`src/hw/rtl/ppg_pkg.sv`:
```
// Shared widths, register indexes and payload types of the point-attractor particle step.
package ppg_pkg;

   // Fraction bits of the fixed-point position and velocity, usable from 8 to 24.
   localparam int FRAC_BITS = 16;

   localparam int WORD_W = 32;
   localparam int OFF_W  = WORD_W + 1;
   localparam int STR_W  = 16;
   localparam int SQ_W   = 2 * WORD_W;
   localparam int DSQ_W  = SQ_W + 1;
   localparam int DEN_W  = DSQ_W + 2;
   localparam int PROD_W = WORD_W + STR_W;
   localparam int NUM_W  = PROD_W + 2 * FRAC_BITS;
   localparam int QUO_W  = WORD_W;
   localparam int HEAD_W = NUM_W - QUO_W;

   localparam int CSR_IDX_W = 2;
   localparam logic [CSR_IDX_W-1:0] CSR_SOURCE_X        = CSR_IDX_W'(0);
   localparam logic [CSR_IDX_W-1:0] CSR_SOURCE_Y        = CSR_IDX_W'(1);
   localparam logic [CSR_IDX_W-1:0] CSR_SOURCE_STRENGTH = CSR_IDX_W'(2);

   typedef struct packed {
      logic signed [WORD_W-1:0] pos_x;
      logic signed [WORD_W-1:0] pos_y;
      logic signed [WORD_W-1:0] vel_x;
      logic signed [WORD_W-1:0] vel_y;
   } req_type;

   typedef struct packed {
      logic signed [WORD_W-1:0] new_pos_x;
      logic signed [WORD_W-1:0] new_pos_y;
      logic signed [WORD_W-1:0] new_vel_x;
      logic signed [WORD_W-1:0] new_vel_y;
   } rsp_type;

   typedef struct packed {
      logic signed [WORD_W-1:0] source_x;
      logic signed [WORD_W-1:0] source_y;
      logic [STR_W-1:0]         source_strength;
   } cfg_type;

   // request plus the sign of its offset to the attractor on each axis
   typedef struct packed {
      req_type item;
      logic    neg_x;
      logic    neg_y;
   } side_type;

   typedef struct packed {
      side_type            side;
      logic [DEN_W-1:0]    den;
      logic [PROD_W-1:0]   prod_x;
      logic [PROD_W-1:0]   prod_y;
   } geom_type;

   // one axis of the long division: partial remainder, dividend bits still to
   // shift in, quotient so far, quotient too large for 32 bits
   typedef struct packed {
      logic [DEN_W-1:0] rem;
      logic [QUO_W-1:0] low;
      logic [QUO_W-1:0] quo;
      logic             ovf;
   } lane_type;

   typedef struct packed {
      side_type         side;
      logic [DEN_W-1:0] den;
      logic             den_zero;
      lane_type         lane_x;
      lane_type         lane_y;
   } div_type;

endpackage

```
`src/hw/rtl/ppg_update.sv`:
```
// Acceleration limit, velocity update, one percent damping and position update: six stages.
module ppg_update (
   input  logic               clock,
   input  logic               reset,
   input  logic               in_valid,
   output logic               in_ready,
   input  ppg_pkg::div_type   in_data,
   output logic               out_valid,
   input  logic               out_ready,
   output ppg_pkg::rsp_type   out_data
);

   localparam int STAGES = 6;
   localparam int W      = ppg_pkg::WORD_W;

   localparam logic [W-1:0] SMAX      = {1'b0, {(W-1){1'b1}}};
   localparam logic [W-1:0] SMIN      = {1'b1, {(W-1){1'b0}}};
   // floor(x / 100) = (x * ceil(2^38 / 100)) >> 38 for every 32-bit x
   localparam int           RCP_SHIFT = 38;
   localparam logic [W-1:0] RCP_100   = 32'd2748779070;

   typedef struct packed {
      ppg_pkg::req_type item;
      logic [W-1:0]     acc_x;
      logic [W-1:0]     acc_y;
   } u1_type;

   typedef struct packed {
      ppg_pkg::req_type item;
      logic [W-1:0]     mag_x;
      logic [W-1:0]     mag_y;
   } u3_type;

   typedef struct packed {
      ppg_pkg::req_type item;
      logic [2*W-1:0]   prod_x;
      logic [2*W-1:0]   prod_y;
   } u4_type;

   logic [STAGES-1:0] valid_ff, valid_in, en;

   u1_type           u1_ff, u1_in;
   ppg_pkg::req_type u2_ff, u2_in;
   u3_type           u3_ff, u3_in;
   u4_type           u4_ff, u4_in;
   ppg_pkg::req_type u5_ff, u5_in;
   ppg_pkg::rsp_type u6_ff, u6_in;

   // Limit the quotient to 2^31 when the attractor lies on the negative side, 2^31-1 on the positive side.
   function automatic logic [W-1:0] accel(ppg_pkg::lane_type lane, logic neg, logic zero);
      logic         big;
      logic [W-1:0] acc;
      big = lane.ovf || (lane.quo > SMIN);
      if (zero) begin
         acc = '0;
      end else if (neg) begin
         acc = big ? SMIN : -lane.quo;
      end else begin
         acc = (big || lane.quo[W-1]) ? SMAX : lane.quo;
      end
      return acc;
   endfunction

   function automatic logic [W-1:0] sat_add(logic [W-1:0] a, logic [W-1:0] b);
      logic [W:0] sum;
      sum = {a[W-1], a} + {b[W-1], b};
      if (sum[W] != sum[W-1]) begin
         return sum[W] ? SMIN : SMAX;
      end
      return sum[W-1:0];
   endfunction

   always_comb begin
      for (int k = 0; k < STAGES; k++) begin
         en[k] = out_ready || !(&(valid_ff | ~({STAGES{1'b1}} << k)));
      end
   end

   assign valid_in  = (valid_ff & ~en) | ({valid_ff[STAGES-2:0], in_valid} & en);
   assign in_ready  = en[0];
   assign out_valid = valid_ff[STAGES-1];
   assign out_data  = u6_ff;

   always_comb begin
      u1_in.item  = in_data.side.item;
      u1_in.acc_x = accel(in_data.lane_x, in_data.side.neg_x, in_data.den_zero);
      u1_in.acc_y = accel(in_data.lane_y, in_data.side.neg_y, in_data.den_zero);

      u2_in       = u1_ff.item;
      u2_in.vel_x = sat_add(u1_ff.item.vel_x, u1_ff.acc_x);
      u2_in.vel_y = sat_add(u1_ff.item.vel_y, u1_ff.acc_y);

      u3_in.item  = u2_ff;
      u3_in.mag_x = u2_ff.vel_x[W-1] ? -u2_ff.vel_x : u2_ff.vel_x;
      u3_in.mag_y = u2_ff.vel_y[W-1] ? -u2_ff.vel_y : u2_ff.vel_y;

      u4_in.item   = u3_ff.item;
      u4_in.prod_x = (2*W)'(u3_ff.mag_x) * (2*W)'(RCP_100);
      u4_in.prod_y = (2*W)'(u3_ff.mag_y) * (2*W)'(RCP_100);

      // damp toward zero by |v| / 100
      u5_in       = u4_ff.item;
      u5_in.vel_x = u4_ff.item.vel_x[W-1]
                  ? u4_ff.item.vel_x + W'(u4_ff.prod_x >> RCP_SHIFT)
                  : u4_ff.item.vel_x - W'(u4_ff.prod_x >> RCP_SHIFT);
      u5_in.vel_y = u4_ff.item.vel_y[W-1]
                  ? u4_ff.item.vel_y + W'(u4_ff.prod_y >> RCP_SHIFT)
                  : u4_ff.item.vel_y - W'(u4_ff.prod_y >> RCP_SHIFT);

      u6_in.new_pos_x = sat_add(u5_ff.pos_x, u5_ff.vel_x);
      u6_in.new_pos_y = sat_add(u5_ff.pos_y, u5_ff.vel_y);
      u6_in.new_vel_x = u5_ff.vel_x;
      u6_in.new_vel_y = u5_ff.vel_y;
   end

   always_ff @(posedge clock) begin
      if (reset) begin
         valid_ff <= '0;
      end else begin
         valid_ff <= valid_in;
      end
   end

   always_ff @(posedge clock) begin
      if (en[0]) begin
         u1_ff <= u1_in;
      end
      if (en[1]) begin
         u2_ff <= u2_in;
      end
      if (en[2]) begin
         u3_ff <= u3_in;
      end
      if (en[3]) begin
         u4_ff <= u4_in;
      end
      if (en[4]) begin
         u5_ff <= u5_in;
      end
      if (en[5]) begin
         u6_ff <= u6_in;
      end
   end

endmodule

```
`config.mk`:
```
export PLATFORM = sky130hd
export DESIGN_NAME = ppg_update
export DESIGN_NICKNAME = d
export VERILOG_FILES = /design/src/hw/rtl/ppg_pkg.sv /design/src/hw/rtl/ppg_update.sv
export SDC_FILE = /design/constraint.sdc
export NUM_CORES = 2
export LEC_CHECK = 0
export BUFFER_PORTS_ARGS = -buffer_cell sky130_fd_sc_hd__buf_4
export CORE_MARGIN = 2
export CORE_UTILIZATION = 30
export CTS_CLUSTER_DIAMETER = 150
export CTS_CLUSTER_SIZE = 28
export DETAILED_ROUTE_END_ITERATION = 12
export GPL_ROUTABILITY_DRIVEN = 0
export PLACE_DENSITY = 0.51
export SYNTH_ARGS = -nofsm -noshare
export SYNTH_HDL_FRONTEND = slang
export SYNTH_SLANG_ARGS = --single-unit
```
`constraint.sdc`:
```
create_clock -name clock -period 11.3 [get_ports clock]
set_input_delay 1.13 -clock clock [delete_from_list [all_inputs] [get_ports clock]]
set_output_delay 1.13 -clock clock [all_outputs]
set_load 0.005 [all_outputs]
```
==> results by group <==
Critical path
  • CP required: 11.72 ns
  • Top delay family on crit path: adder cells
  • Setup crit end kind: flop
  • Slowest CP cell: edfxtp_1
  • Crit-path max cell delay: 0.74 ns
  • WP data arrival: 8.98 ns
  • Worst Setup Path Type: reg2reg
  • Max FO, Critical Path: 8
  • Critical path buffers and inverters: 7
  • Setup slack, reg-to-reg: 2.74 ns
  • CP Launch Type: flop

Yosys
  • Ys Warns: 0
  • Ys flop type: edfxtp_1
  • Post-Syn Area: 76600 µm²
  • Synth area leaders: edfxtp_1, fa_1, ha_1, inv_1, a21oi_1
  • Avg Cell Area, Syn: 11.7 µm²
  • #FFs+latches synth: 952
  • Dominant cell type by area after synthesis: edfxtp_1
  • Yosys top cell area share: 37.1%
  • Cells after Synth: 6523
  • Post-synth ARST share: 0%
  • Yosys cell types: 78
  • Synth top cells by count: inv_1, ha_1, edfxtp_1
  • Most numerous cell in the Yosys netlist: inv_1
  • Sequential-to-total area share from yosys stat: 37.2%
  • Synthesized net count: 8755
  • EDFF count, synth: 946

Global route
  • Vias in the first global route: 51200
  • First-pass GRT wire length: 315 mm
  • Initial antenna violation count: 25
  • Largest net degree at the start of global routing: 125
  • GRT overflow: 0
  • Total Routing Usage GR: 16.0%

Cells and area
  • Share of cells above drive strength 1: 6.47%
  • Synth-to-layout area growth: 10.1%
  • Final nets: 9064
  • Post-Route Utilization: 33.2%
  • Fillcell total: 25400
  • Final instance area: 84400 µm²

Floorplanning
  • Initial Util: 30.2%
  • Die Height: 509 µm
  • Io pins: 596
  • Die width: 509 µm
  • Row count: 185
  • Die Area: 259000 µm²
  • Core footprint: 254000 µm²

Run status
  • Outcome: complete, no violations

STA
  • Setup TNS: 0 ns
  • Worst slew pin tran: 1.34 ns
  • Final worst setup slack: 2.74 ns
  • Skew final: 0.0303 ns
  • Period utilization: 75.7%
  • Hold Fails Final Rpt: 0
  • Final setup fails: 0
  • Max Slew Vio Count: 0
  • Unrepaired setup endpoints after global routing: no
  • Fmax: 117 MHz
  • Crit path time final: 8.56 ns
  • Slew HR: 10.6%

Detailed routing
  • DR vias: 48300
  • Vias per cell: 4.72
  • # DRC: 0
  • Total Routed Length: 207 mm
  • Drt wl/cell: 20.2 µm
  • Drt first-iter violations: 2844
  • DRT antenna net count: 0
  • Pre-Repair DR Iteration Count: 7

Clocking
  • TritonCTS clock tree: yes
  • CTS buffer count: 40
  • Post-CTS Setup Inserts: 0
  • Skew-Pair Late Insertion Delay: 0.64 ns
  • CTS Buffer Depth: 3
  • # H-tree levels: 2
  • PostCTS Resize Cnt: 0
  • # hold bufs at CTS: 0
  • Clk slew on worst S/H paths: 0.11 ns
  • Root Buffer Master: clkbuf_16
  • CTS sink cnt: 952

Placed design
  • Hpwl dp: 174 mm
  • I/O Buffers: 330
  • Pre-CTS setup slack: 2.77 ns
  • Post-DP Area: 83200 µm²

Hold path
  • Hold crit path type: reg2reg

Flow run
  • Max-Cap Viols: 0
==> worst paths after layout <==
| path | from | to | depth (start not counted) |
|---|---|---|---|
| setup / recovery | u3_ff[5] | u4_ff[50] | 25 |
| hold / removal | u4_ff[225] | u5_ff[97] | 0 |
| setup reg to reg | u3_ff[5] | u4_ff[50] | 25 |
| hold reg to reg | u4_ff[225] | u5_ff[97] | 0 |
==> flip-flops by register name, indices dropped and copies added, names as in the netlist, named ones only <==
name / count
u2_ff: 128
u3_ff: 190
u4_ff: 180
u5_ff: 128
out_data: 128
u1_ff: 192
==> cells by family after synthesis <==
family	synth area share [%]
fa+ha+maj	36.7
buf+inv	7.00
compound gates	9.27
flops	37.2
simple gates	5.89
xor+xnor	3.77
mux	0.0833
==> per-layer routing <==
| layer | part of all wire, % | track usage [%] | vias up |
|---|---|---|---|
| met1 | 42 | 20.2 | 24200 |
| met4 | 3.1 | 4.51 | 0 |
| li1 | - | - | 22900 |
| met5 | 0 | 0 | - |
| met2 | 51 | 28.9 | 984 |
| met3 | 3.3 | 1.44 | 205 |
==> cell type report <==
cell class	instances	area [µm²]	area share [%]
well taps	3366	4210	4.99
diodes	17	42.5	0.0504
clock inverters	5	75.1	0.0890
flip-flops and latches	952	28500	33.8
clock buffers	50	1060	1.26
multi-input cells	4144	42800	50.7
inverters	1342	5050	5.98
repair buffers	352	2660	3.15
==> worst register-to-register path: cells and delay by family, from the launching register on <==
family	cells	cell delay, ns
compound gates	6	1.66
flops	1	0.74
mux	1	0.33
simple gates	2	0.91
buf+inv	7	0.62
fa+ha+maj	9	4.09
==> through the flow <==
step                      hold WS [ns]  instances
after floorplan                  0.400       6523
after global placement           0.403      10200
after detailed placement         0.405      10200
after CTS                        0.409      10200
after global routing             0.415      10200
final                            0.423      10200
==> layout by cell type, fill, tap and decap left out, types with 14 or more instances in the layout <==
cell and instances:
nor3_1 62, o211ai_1 24, diode_2 17, xnor2_1 192, a221oi_1 25, nor4_1 23, nor2b_1 39, nand2b_1 33
nor2_1 246, nand3_1 73, edfxtp_1 946, a31oi_1 51, a21oi_1 358, ha_1 982, o41ai_1 22, nand4_1 36
xor2_1 138, a211oi_1 36, o21bai_1 31, o31ai_1 46, nor3b_1 14, fa_1 784, or4_1 15, buf_4 351
o21ai_0 221, inv_1 1339, maj3_1 17, clkbuf_16 41, a21o_1 177, nand2_1 211, and3_1 35, or2_2 15
o21a_1 27, or3_1 36
Power is left out: the tool's default activity adds up to more than one toggle a clock period on the data nets, which glitch-free logic cannot reach.
